--- src/sv/tbs_pkg.sv ---
package tbs_pkg;

  // Field widths of the transfer payloads.
  localparam int unsigned ModeW   = 2;
  localparam int unsigned LenW    = 10;
  localparam int unsigned WordW   = 16;
  localparam int unsigned ActionW = 3;
  localparam int unsigned CfgW    = 8;
  localparam int unsigned CfgIdxW = 2;
  localparam int unsigned TickW   = 8;
  localparam int unsigned WaitW   = 9;
  localparam int unsigned PhaseW  = 2;

  // Event kinds.
  localparam logic [ModeW-1:0] MODE_SEGMENT = 2'd0;
  localparam logic [ModeW-1:0] MODE_PACKET  = 2'd1;
  localparam logic [ModeW-1:0] MODE_TICK    = 2'd2;

  // Commands issued to the surrounding logic.
  localparam logic [ActionW-1:0] ACT_SEND    = 3'd0;
  localparam logic [ActionW-1:0] ACT_RESEND  = 3'd1;
  localparam logic [ActionW-1:0] ACT_FETCH   = 3'd2;
  localparam logic [ActionW-1:0] ACT_FINISH  = 3'd3;
  localparam logic [ActionW-1:0] ACT_TIMEOUT = 3'd4;
  localparam logic [ActionW-1:0] ACT_PEERERR = 3'd5;

  // Packet opcodes of interest.
  localparam logic [WordW-1:0] OP_ACK   = 16'd4;
  localparam logic [WordW-1:0] OP_ERROR = 16'd5;

  // Configuration register indexes.
  localparam logic [CfgIdxW-1:0] REG_RETX_INTERVAL = 2'd0;
  localparam logic [CfgIdxW-1:0] REG_MAX_WAIT      = 2'd1;

  // Configuration reset values.
  localparam logic [CfgW-1:0] RETX_INTERVAL_RST = 8'd5;
  localparam logic [CfgW-1:0] MAX_WAIT_RST      = 8'd25;

  typedef struct packed {
    logic [ModeW-1:0] mode;
    logic [LenW-1:0]  segment_length;
    logic [WordW-1:0] packet_opcode;
    logic [WordW-1:0] packet_block;
  } in_item_t;

  typedef struct packed {
    logic [ActionW-1:0] action;
    logic [WordW-1:0]   block_number;
    logic [LenW-1:0]    data_length;
  } out_item_t;

  // Configuration write request toward the control core.
  typedef struct packed {
    logic               en;
    logic [CfgIdxW-1:0] index;
    logic [CfgW-1:0]    data;
  } cfg_wr_t;

endpackage

--- src/sv/tbs_ctrl.sv ---
module tbs_ctrl #(
  parameter int unsigned SEGMENT_SIZE = 512
) (
  input  logic               clk_i,
  input  logic               rst_ni,
  input  tbs_pkg::cfg_wr_t   cfg_wr_i,
  input  logic               step_en_i,
  input  tbs_pkg::in_item_t  item_i,
  output logic               res_valid_o,
  output tbs_pkg::out_item_t res_o
);
  import tbs_pkg::*;

  // Phase codes.
  localparam logic [PhaseW-1:0] PH_WAIT_SEG = 2'd0;
  localparam logic [PhaseW-1:0] PH_WAIT_ACK = 2'd1;
  localparam logic [PhaseW-1:0] PH_DONE     = 2'd2;

  // Compare width wide enough for both the length field and the segment size.
  localparam int unsigned SegW = $clog2(SEGMENT_SIZE + 1);
  localparam int unsigned CmpW = (SegW > LenW) ? SegW : LenW;
  localparam logic [CmpW-1:0] SegSize = CmpW'(SEGMENT_SIZE);

  logic [CfgW-1:0]   retx_q, retx_d;
  logic [CfgW-1:0]   max_wait_q, max_wait_d;
  logic [PhaseW-1:0] phase_q, phase_d;
  logic [WordW-1:0]  block_q, block_d;
  logic [LenW-1:0]   length_q, length_d;
  logic [TickW-1:0]  ticks_q, ticks_d;
  logic [WaitW-1:0]  wait_q, wait_d;

  logic [CmpW-1:0]   seg_ext;
  logic [CmpW-1:0]   len_ext;
  logic [LenW-1:0]   seg_sat;
  logic [TickW-1:0]  tick_inc;
  logic [WaitW-1:0]  wait_sum;

  // The user must issue configuration writes only while the block is idle; the block itself does not enforce this.
  always_comb begin
    retx_d     = retx_q;
    max_wait_d = max_wait_q;
    if (cfg_wr_i.en) begin
      if (cfg_wr_i.index == REG_RETX_INTERVAL) begin
        retx_d = cfg_wr_i.data;
      end else if (cfg_wr_i.index == REG_MAX_WAIT) begin
        max_wait_d = cfg_wr_i.data;
      end
    end
  end

  // Arithmetic shared by the event decode below.
  assign seg_ext  = CmpW'(item_i.segment_length);
  assign len_ext  = CmpW'(length_q);
  assign seg_sat  = (seg_ext > SegSize) ? LenW'(SegSize) : item_i.segment_length;
  assign tick_inc = ticks_q + TickW'(1);
  assign wait_sum = wait_q + WaitW'(retx_q);

  // One event per step: next state and at most one command.
  always_comb begin
    phase_d     = phase_q;
    block_d     = block_q;
    length_d    = length_q;
    ticks_d     = ticks_q;
    wait_d      = wait_q;
    res_valid_o = 1'b0;
    res_o       = '0;
    if (step_en_i) begin
      unique case (item_i.mode)
        MODE_SEGMENT: begin
          if (phase_q == PH_WAIT_SEG) begin
            length_d           = seg_sat;
            ticks_d            = '0;
            wait_d             = '0;
            phase_d            = PH_WAIT_ACK;
            res_valid_o        = 1'b1;
            res_o.action       = ACT_SEND;
            res_o.block_number = block_q;
            res_o.data_length  = seg_sat;
          end
        end
        MODE_PACKET: begin
          if (phase_q == PH_WAIT_ACK) begin
            if (item_i.packet_opcode == OP_ERROR) begin
              phase_d            = PH_DONE;
              res_valid_o        = 1'b1;
              res_o.action       = ACT_PEERERR;
              res_o.block_number = block_q;
            end else if (item_i.packet_opcode == OP_ACK &&
                         item_i.packet_block == block_q) begin
              res_valid_o = 1'b1;
              if (len_ext == SegSize) begin
                block_d            = block_q + WordW'(1);
                phase_d            = PH_WAIT_SEG;
                ticks_d            = '0;
                wait_d             = '0;
                res_o.action       = ACT_FETCH;
                res_o.block_number = block_q + WordW'(1);
              end else begin
                phase_d            = PH_DONE;
                res_o.action       = ACT_FINISH;
                res_o.block_number = block_q;
              end
            end
          end
        end
        MODE_TICK: begin
          if (phase_q == PH_WAIT_ACK) begin
            if (tick_inc < retx_q) begin
              ticks_d = tick_inc;
            end else begin
              ticks_d            = '0;
              wait_d             = wait_sum;
              res_valid_o        = 1'b1;
              res_o.block_number = block_q;
              if (wait_sum >= WaitW'(max_wait_q)) begin
                phase_d      = PH_DONE;
                res_o.action = ACT_TIMEOUT;
              end else begin
                res_o.action      = ACT_RESEND;
                res_o.data_length = length_q;
              end
            end
          end
        end
        default: begin
        end
      endcase
    end
  end

  // Transfer state and configuration registers.
  always_ff @(posedge clk_i or negedge rst_ni) begin
    if (!rst_ni) begin
      retx_q     <= RETX_INTERVAL_RST;
      max_wait_q <= MAX_WAIT_RST;
      phase_q    <= PH_WAIT_SEG;
      block_q    <= WordW'(1);
      length_q   <= '0;
      ticks_q    <= '0;
      wait_q     <= '0;
    end else begin
      retx_q     <= retx_d;
      max_wait_q <= max_wait_d;
      phase_q    <= phase_d;
      block_q    <= block_d;
      length_q   <= length_d;
      ticks_q    <= ticks_d;
      wait_q     <= wait_d;
    end
  end

`ifndef SYNTHESIS
  // Once done, no event produces a command.
  a_done_silent: assert property (@(posedge clk_i) disable iff (!rst_ni)
    step_en_i && phase_q == PH_DONE |-> !res_valid_o)
    else $error("command issued after transfer ended");

  // Aborts and completion end the transfer.
  a_end_phase: assert property (@(posedge clk_i) disable iff (!rst_ni)
    res_valid_o && (res_o.action == ACT_TIMEOUT || res_o.action == ACT_FINISH ||
                    res_o.action == ACT_PEERERR) |=> phase_q == PH_DONE)
    else $error("transfer did not end after final command");

  // A fetch advances the block number by one and reports the new number.
  a_fetch_advance: assert property (@(posedge clk_i) disable iff (!rst_ni)
    res_valid_o && res_o.action == ACT_FETCH |=>
      block_q == $past(block_q) + WordW'(1) && phase_q == PH_WAIT_SEG &&
      block_q == $past(res_o.block_number))
    else $error("fetch did not advance the block number");

  // A send always moves into waiting for the acknowledgement with cleared counters.
  a_send_clears: assert property (@(posedge clk_i) disable iff (!rst_ni)
    res_valid_o && res_o.action == ACT_SEND |=>
      phase_q == PH_WAIT_ACK && ticks_q == '0 && wait_q == '0)
    else $error("send did not arm the wait counters");
`endif

endmodule

--- src/sv/tftp_block_sender.sv ---
// Path: an accepted event transfer passes through the input register, then the
// result register, where its command is offered.
// Throughput: one event per cycle while the result side takes every command;
// the event decode reads the input register combinationally and updates state on a step.
// Reset: asynchronous, active low; clears the pipeline and sets the transfer
// state and both configuration registers to their defaults.
module tftp_block_sender #(
  parameter int unsigned SEGMENT_SIZE = 512
) (
  input  logic                                clk_i,
  input  logic                                rst_ni,
  input  logic                                in_valid_i,
  output logic                                in_ready_o,
  input  tbs_pkg::in_item_t                   in_data_i,
  output logic                                out_valid_o,
  input  logic                                out_ready_i,
  output tbs_pkg::out_item_t                  out_data_o,
  input  logic                                cfg_valid_i,
  output logic                                cfg_ready_o,
  input  logic [tbs_pkg::CfgIdxW-1:0]         cfg_index_i,
  input  logic [tbs_pkg::CfgW-1:0]            cfg_data_i
);
  import tbs_pkg::*;

  logic      in_valid_q;
  in_item_t  in_q;
  logic      out_valid_q;
  out_item_t out_q;
  logic      step_en;
  logic      res_valid;
  out_item_t res;
  cfg_wr_t   cfg_wr;

  // The stored event moves on whenever the result register is free or being drained.
  assign step_en     = in_valid_q && (!out_valid_q || out_ready_i);
  assign in_ready_o  = !in_valid_q || step_en;
  assign cfg_ready_o = 1'b1;

  assign cfg_wr.en    = cfg_valid_i;
  assign cfg_wr.index = cfg_index_i;
  assign cfg_wr.data  = cfg_data_i;

  // Input register.
  always_ff @(posedge clk_i or negedge rst_ni) begin
    if (!rst_ni) begin
      in_valid_q <= 1'b0;
    end else if (in_ready_o) begin
      in_valid_q <= in_valid_i;
    end
  end

  always_ff @(posedge clk_i) begin
    if (in_valid_i && in_ready_o) begin
      in_q <= in_data_i;
    end
  end

  tbs_ctrl #(
    .SEGMENT_SIZE(SEGMENT_SIZE)
  ) u_ctrl (
    .clk_i      (clk_i),
    .rst_ni     (rst_ni),
    .cfg_wr_i   (cfg_wr),
    .step_en_i  (step_en),
    .item_i     (in_q),
    .res_valid_o(res_valid),
    .res_o      (res)
  );

  // Result register: loaded on each step, cleared once its transfer completes.
  always_ff @(posedge clk_i or negedge rst_ni) begin
    if (!rst_ni) begin
      out_valid_q <= 1'b0;
    end else if (step_en) begin
      out_valid_q <= res_valid;
    end else if (out_ready_i) begin
      out_valid_q <= 1'b0;
    end
  end

  always_ff @(posedge clk_i) begin
    if (step_en && res_valid) begin
      out_q <= res;
    end
  end

  assign out_valid_o = out_valid_q;
  assign out_data_o  = out_q;

endmodule
--- config.mk ---
export PLATFORM = sky130hd
export DESIGN_NAME = tftp_block_sender
export DESIGN_NICKNAME = d
export VERILOG_FILES = /design/src/sv/tbs_pkg.sv /design/src/sv/tbs_ctrl.sv /design/src/sv/tftp_block_sender.sv
export SDC_FILE = /design/constraint.sdc
export NUM_CORES = 1
export LEC_CHECK = 0
export BUFFER_PORTS_ARGS = -buffer_cell sky130_fd_sc_hd__buf_2
export CAP_MARGIN = 10
export CORE_MARGIN = 8
export CORE_UTILIZATION = 45
export DETAILED_ROUTE_END_ITERATION = 8
export PLACE_DENSITY = 0.63
export SLEW_MARGIN = 20
export SYNTH_ARGS = -nofsm -noshare
export SYNTH_HDL_FRONTEND = slang
export SYNTH_HIERARCHICAL = 1
export SYNTH_SLANG_ARGS = --single-unit
export TNS_END_PERCENT = 30
--- constraint.sdc ---
create_clock -name clk_i -period 4.86 [get_ports clk_i]
set_clock_uncertainty 0.1 [all_clocks]
set_input_delay 0.729 -clock clk_i [delete_from_list [all_inputs] [get_ports clk_i]]
set_output_delay 0.729 -clock clk_i [all_outputs]
set_load 0.005 [all_outputs]
==> results of run 1 <==
-- cell usage after synthesis, types with 3 or more instances --
library cell / instances
xnor2_1: 8
o21bai_1: 11
nand2_1: 54
or2_2: 3
nand2b_1: 12
o2bb2ai_1: 4
dfstp_2: 6
nor4_1: 10
nor3b_1: 4
a22o_1: 21
nand3_1: 15
buf_2: 8
nand4_1: 11
a21oi_1: 18
ha_1: 29
nor2_1: 32
and3_1: 4
dfrtp_1: 57
nor3_1: 14
a32o_1: 6
xor2_1: 33
o21a_1: 4
mux2_2: 10
a31oi_1: 4
a21o_1: 3
and4_1: 3
nor2b_1: 5
o31ai_1: 3
inv_1: 33
o22ai_1: 4
clkbuf_1: 17
a211oi_1: 3
or3_1: 4
and2_1: 4
o21ai_0: 33
edfxtp_1: 73
-- state kept, by name, summed over array words and instances (netlist names), 2 cells and up --
name / cells
u_ctrl/len_ext: 10
out_data_o: 29
in_q: 44
u_ctrl/max_wait_q: 8
u_ctrl/wait_q: 9
u_ctrl/retx_q: 8
u_ctrl/phase_q: 2
u_ctrl/block_q: 16
u_ctrl/ticks_q: 8
-- power breakdown --
part,internal (mW),switching [mW],total [mW]
Combinational,0.241,0.339,0.580
Sequential,1.34,0.0851,1.43
Clock,0.836,0.512,1.35
-- layer usage --
layer / wire length (um) / share of wire, %
met1: 6770 / 44
met2: 7410 / 48
met3: 925 / 6.1
met4: 171 / 1.1
met5: 0 / 0
-- area by class of cell --
class | instances | area share, %
multi-input cells | 404 | 34.7
repair buffers | 96 | 6.21
inverters | 33 | 1.54
flip-flops and latches | 136 | 46.9
well taps | 188 | 2.92
clock inverters | 13 | 2.24
clock buffers | 19 | 5.50
-- layout by cell type (no fill, tap or decap), drive strengths merged, types with 5 or more instances in the layout --
cell type  Yosys  routed
a32o           6       6
clkbuf        17      19
o21bai        11      11
inv           33      40
nor2b          5       5
a22o          21      21
nand3         15      15
nand2         54      54
o21ai         33      33
dfstp          6       6
mux2          10      10
nor3          15      15
nor2          32      32
xor2          33      33
dfrtp         57      57
nand2b        12      12
xnor2          8       8
edfxtp        73      73
nor4          11      11
ha            29      29
nand4         12      12
buf           10      96
a21oi         18      18
-- through the flow --
stage / std cells / utilization (%) / cell area [um^2] / worst slack [ns]
finish: 889 / 53.8 / 8050 / 0.838
global route: 889 / 53.8 / 8050 / 0.594
CTS: 889 / 53.8 / 8050 / 0.871
detailed placement: 857 / 49.6 / 7430 / 0.881
global placement: 857 / 49.6 / 7430 / 0.999
floorplan: 600 / - / 6810 / 0.834
-- worst paths after layout --
check                                    endpoint  slack [ns]
worst max register to register      out_data_o[3]        0.84
min in group clk_i                       in_q[33]        0.37
max in group asynchronous       u_ctrl/block_q[0]        3.69
worst max-delay path                out_data_o[3]        0.84
worst min-delay path            u_ctrl/ticks_q[3]        0.21
worst min register to register  u_ctrl/len_ext[9]        0.40
-- logic make-up (layout without fill, tap and decap cells) --
group	count (synthesis)	in the layout	share of synthesized area (%)
other	1	1	0.0550
multiplexers	12	12	1.95
flip-flops	136	136	55.4
XOR/XNOR	41	41	5.27
AND/OR/NAND/NOR	187	187	14.4
adder cells (fa/ha/maj)	30	30	5.62
buffers and inverters	60	161	3.62
AO/OA/AOI/OAI	133	133	13.7
==> flow_metrics.py, run 1 <==
metrics = {
    "clocking": {
        "clk_path_buf_depth": 2,
        "cts_setup_buffers": 0,
        "htree_levels": 4,
        "cts_buffers": 17,
        "clock-sinks": 136,
        "hold_buffers": 0,
        "insertion_delay_ns": 0.43,
        "clkTransAtPathRegs_ns": 0.06,
        "cts_tree": "done",
        "cts_resized": 0,
        "root_buffer": "clkbuf_16",
    },
    "worst_setup_path": {
        "cp.arrival_ns": 4.21,
        "reg2reg_depth": 15,
        "critPathMaxStageDelay_ns": 0.54,
        "cp-end-kind": "flip-flop",
        "crit_type": "flip-flop to flip-flop",
        "worstSetupStartpoint": "u_ctrl/retx_q[0]",
        "path_buf_inv": 2,
        "cp_common_cell": "ha_1",
        "critPathTopFamily": "compound AO/OA/AOI/OAI gates",
        "start_kind": "flip-flop",
        "worstReg2RegStart": "u_ctrl/retx_q[0]",
        "cp_max_fo": 10,
        "required_ns": 5.05,
        "cp.depth": 15,
        "path_cells": "ha_1, inv_1, fa_1, nor2b_1, o31ai_1, a21oi_1, xor2_1, ha_1, a211oi_1, o221ai_1, a31oi_1, o311ai_0, nor4_2, buf_4, a22o_1",
        "crit_slowest_cell": "dfstp_2",
    },
    "timing": {
        "finalSetupViolCount": 0,
        "worstMarginPinSlew_ns": 1.14,
        "fmaxAchievable_ghz": 0.249,
        "period_share_pct": 82.8,
        "timing.final.max_slew_violations": 0,
        "whs_ns": 0.205,
        "slew_headroom_pct": 23.9,
        "finalHoldViolCount": 0,
        "rsz0062_at_grt": "no",
        "finalCriticalPeriod_ns": 4.02,
        "finalSetupTns_ns": 0,
    },
    "power_and_ir_drop": {
        "max-vdd-ir-drop_v": 0.000262,
        "power.total_mw": 3.36,
        "power_density_mw_per_mm2": 417,
        "leakage_nw": 3.41,
    },
    "route": {
        "vias": 4938,
        "routed_wl_mm": 15.3,
        "wl_per_cell_um": 17.2,
        "viasPerCell": 5.55,
        "drtIter0Drc": 453,
        "ant_nets": 0,
        "dr.pass1.iters": 6,
        "drc": 0,
    },
    "global_routing": {
        "use_met1_pct": 19.9,
        "track_usage_pct": 16.1,
        "antenna_found_initial": 0,
        "met2_usage_pct": 26.4,
        "grt-ovfl-total": 0,
        "grt_pass1_vias": 5027,
        "use_met3_pct": 4.99,
        "grt_first_pass_wirelength_mm": 25.0,
        "grt_max_degree": 45,
        "grt_busiest_layer": "met2",
    },
    "synth": {
        "synth.avg_cell_area_um2": 11.4,
        "syn-cell-area_mm2": 0.00681,
        "synth_top_area_share_pct": 32.2,
        "synth_nets": 689,
        "yosys.cell_types.count": 65,
        "ys_seq_elements": 136,
        "ys_async_sr_fraction_pct": 46.3,
        "ys_warn_count": 6,
        "yosys-top-cells-area": "edfxtp_1 (32%), dfrtp_1 (21%), ha_1 (5.3%)",
        "synth_edf_count": 73,
        "syn_inst": 600,
        "synth_area_leader_cell": "edfxtp_1",
        "synth_ff_type": "edfxtp_1",
        "ys_seq_area_share_pct": 55.4,
    },
    "job": {
        "cap_violations": 0,
    },
    "final_layout": {
        "fillCellCount": 1284,
        "regArea_mm2": 0.00378,
        "syn_to_final_growth_pct": 18.2,
        "nets": 777,
        "diodes": 0,
        "drive_gt1_share_pct": 21.8,
        "multiInputGateArea_mm2": 0.00280,
    },
    "die": {
        "design.die.area_mm2": 0.0193,
        "die_w_um": 139,
        "core_mm2": 0.0150,
        "ioPinCount": 91,
        "die_h_um": 139,
        "rows": 45,
        "initial_core_util_pct": 45.5,
    },
    "run_status": {
        "outcome": "completed",
    },
    "hold_path": {
        "holdCritPathClass": "primary input to async pin",
    },
    "placement": {
        "port_buffers": 89,
        "gp_congestion": 0.834,
        "dp_hpwl_mm": 11.3,
    },
}
(Power assumes the default switching activity.)
==> run 2, diff against run 1 <==
Settings changed: PLACE_DENSITY 0.63 to 0.65.
Clock period 4.86 ns to 3.7 ns, I/O delays scaled along.
==> run 2 against run 1 <==
Net effect: fmax rose by 13%; non-clock buffer count rose by 27; global-route usage rose by 0.95 points; die area did not move; clock-buffer cell count fell by 2; cell area rose by 3.3%; via count rose by 3.2%; register-to-register slack got worse by 0.69 ns; first-iteration DRC count rose by 1.8%; utilization rose by 1.8 points; cell count rose by 3.0%; largest cell class unchanged; highest routed layer unchanged.
==> flow_metrics.py, run 2 (synthesized netlist as in run 1, its figures left out) <==
metrics = {
    "placement": {
        "port_buffers": 89,
        "gp_congestion": 0.844,
        "dp.cells": 874,
        "dp_hpwl_mm": 11.7,
    },
    "route": {
        "dr.pass1.iters": 6,
        "drc": 0,
        "ant_nets": 0,
        "wl_per_cell_um": 17.7,
        "viasPerCell": 5.57,
        "drtIter0Drc": 461,
        "routed_wl_mm": 16.2,
        "vias": 5098,
    },
    "worst_setup_path": {
        "crit_slowest_cell": "dfstp_2",
        "critPathMaxStageDelay_ns": 0.56,
        "critPathTopFamily": "compound AO/OA/AOI/OAI gates",
        "crit_type": "flip-flop to flip-flop",
        "start_kind": "flip-flop",
        "required_ns": 3.89,
        "path_cells": "ha_4, inv_2, fa_2, nor2b_4, o31ai_2, a21oi_2, xor2_1, ha_1, a211oi_2, o221ai_2, a31oi_2, o311ai_4, nor4_4, buf_4, a22o_1",
        "cp-end-kind": "flip-flop",
        "path_buf_inv": 2,
        "r2r_setup_slack_ns": 0.15,
        "cp_max_fo": 5,
        "cp.arrival_ns": 3.74,
    },
    "final_layout": {
        "top_register": "in_q",
        "layout_commonest_cell": "buf_2",
        "stdcell_count": 916,
        "nets": 804,
        "syn_to_final_growth_pct": 22.1,
        "fillCellCount": 1257,
        "final_cell_mix": "buf_2 (89), edfxtp_1 (73), dfrtp_1 (57)",
        "largest_reg_flops": 44,
        "diodes": 0,
        "drive_gt1_share_pct": 26.5,
    },
    "hold_path": {
        "holdCritPathClass": "primary input to async pin",
    },
    "die": {
        "die_w_um": 139,
        "rows": 45,
        "initial_core_util_pct": 45.5,
        "design.die.area_mm2": 0.0193,
        "die_h_um": 139,
        "core_mm2": 0.0150,
        "ioPinCount": 91,
    },
    "clocking": {
        "cts_buffers": 17,
        "clkTransAtPathRegs_ns": 0.07,
        "cts_tree": "done",
        "root_buffer": "clkbuf_16",
        "clock-sinks": 136,
        "hold_buffers": 0,
        "insertion_delay_ns": 0.43,
        "htree_levels": 4,
        "clk_path_buf_depth": 2,
    },
    "timing": {
        "finalCriticalPeriod_ns": 3.55,
        "finalHoldViolCount": 0,
        "worstMarginPinSlew_ns": 1.02,
        "timing.final.max_slew_violations": 0,
        "fmaxAchievable_ghz": 0.282,
        "period_share_pct": 95.9,
        "slew_headroom_pct": 31.9,
        "finalSetupViolCount": 0,
    },
    "global_routing": {
        "grt_max_degree": 45,
        "antenna_found_initial": 0,
        "track_usage_pct": 17.0,
        "grt_pass1_vias": 5286,
        "grt_first_pass_wirelength_mm": 26.4,
        "grt-ovfl-total": 0,
    },
    "job": {
        "cap_violations": 0,
    },
    "power_and_ir_drop": {
        "leakage_nw": 3.55,
        "power_density_mw_per_mm2": 535,
        "power.total_mw": 4.45,
        "max-vdd-ir-drop_v": 0.000415,
    },
    "run_status": {
        "outcome": "completed",
    },
}
-- run 2: cell count changes in the layout (fill, tap and decap cells not counted), sizes merged --
cell / delta
buf: +27
bufinv: -3
clkbuf: -2
clkinv: +2
clkinvlp: +1
inv: +2
-- run 2: repair_timing --
item,in CTS,in global routing
cloned,1,0
pin swaps,12,8
endpoints found under the setup margin,13,43
gates resized for setup,14,9
setup buffers,10,1
-- run 2: per-layer routing --
layer | track usage [%] | up-vias | wire length [um]
met5 | 0 | - | 0
met2 | 28.0 | 167 | 7790
li1 | - | 2441 | -
met3 | 3.89 | 28 | 759
met4 | 7.80 | 0 | 362
met1 | 21.0 | 2462 | 7270
-- run 2: metrics by stage --
| step | hold slack [ns] | setup TNS (ns) | cell area [um^2] | setup slack, ns | utilization (%) |
|---|---|---|---|---|---|
| finish | 0.0627 | 0 | 8320 | 0.151 | 55.5 |
| global route | 0.113 | -0.0351 | 8320 | -0.0172 | 55.5 |
| CTS | 0.0756 | -0.0314 | 8280 | -0.0108 | 55.3 |
| detailed placement | 0.392 | -0.955 | 7570 | -0.105 | 50.5 |
| global placement | 0.384 | -0.0217 | 7570 | -0.00325 | 50.5 |
| floorplan | 0.159 | 0 | 6820 | 0.00508 | - |
-- run 2: final timing paths --
| path | from | to | cells past startpoint |
|---|---|---|---|
| min in group clk_i | in_data_i[40] | in_q[40] | 1 |
| max reg2reg | u_ctrl/retx_q[0] | out_data_o[6] | 15 |
| min | rst_ni | u_ctrl/max_wait_q[1] | 1 |
| max in group asynchronous | rst_ni | u_ctrl/block_q[0] | 2 |
| max | u_ctrl/retx_q[0] | out_data_o[6] | 15 |
| min reg2reg | u_ctrl/wait_q[7] | u_ctrl/wait_q[7] | 1 |
-- run 2: worst register-to-register path: stages (launching register included) --
cell,delay (ns)
dfstp_2,0.56
ha_4,0.14
inv_2,0.03
fa_2,0.36
nor2b_4,0.14
o31ai_2,0.09
a21oi_2,0.18
xor2_1,0.21
ha_1,0.29
a211oi_2,0.22
o221ai_2,0.13
a31oi_2,0.21
o311ai_4,0.19
nor4_4,0.22
buf_4,0.20
a22o_1,0.15
-- run 2: cell type report --
cell class,count,area [um^2],area share [%]
Multi-Input combinational cell,404,2890,34.7
Timing Repair Buffer,123,717,8.62
Tap cell,188,235,2.83
Sequential cell,136,3780,45.4
Clock inverter,15,154,1.85
Clock buffer,17,425,5.12
Inverter,33,124,1.49
-- run 2: where the power goes --
group | switching (mW) | internal, mW | total [mW] | leakage [nW]
Clock | 0.733 | 0.898 | 1.63 | 0.284
Sequential | 0.115 | 1.77 | 1.88 | 1.48
Combinational | 0.532 | 0.410 | 0.941 | 1.78
Total | 1.38 | 3.07 | 4.45 | 3.55
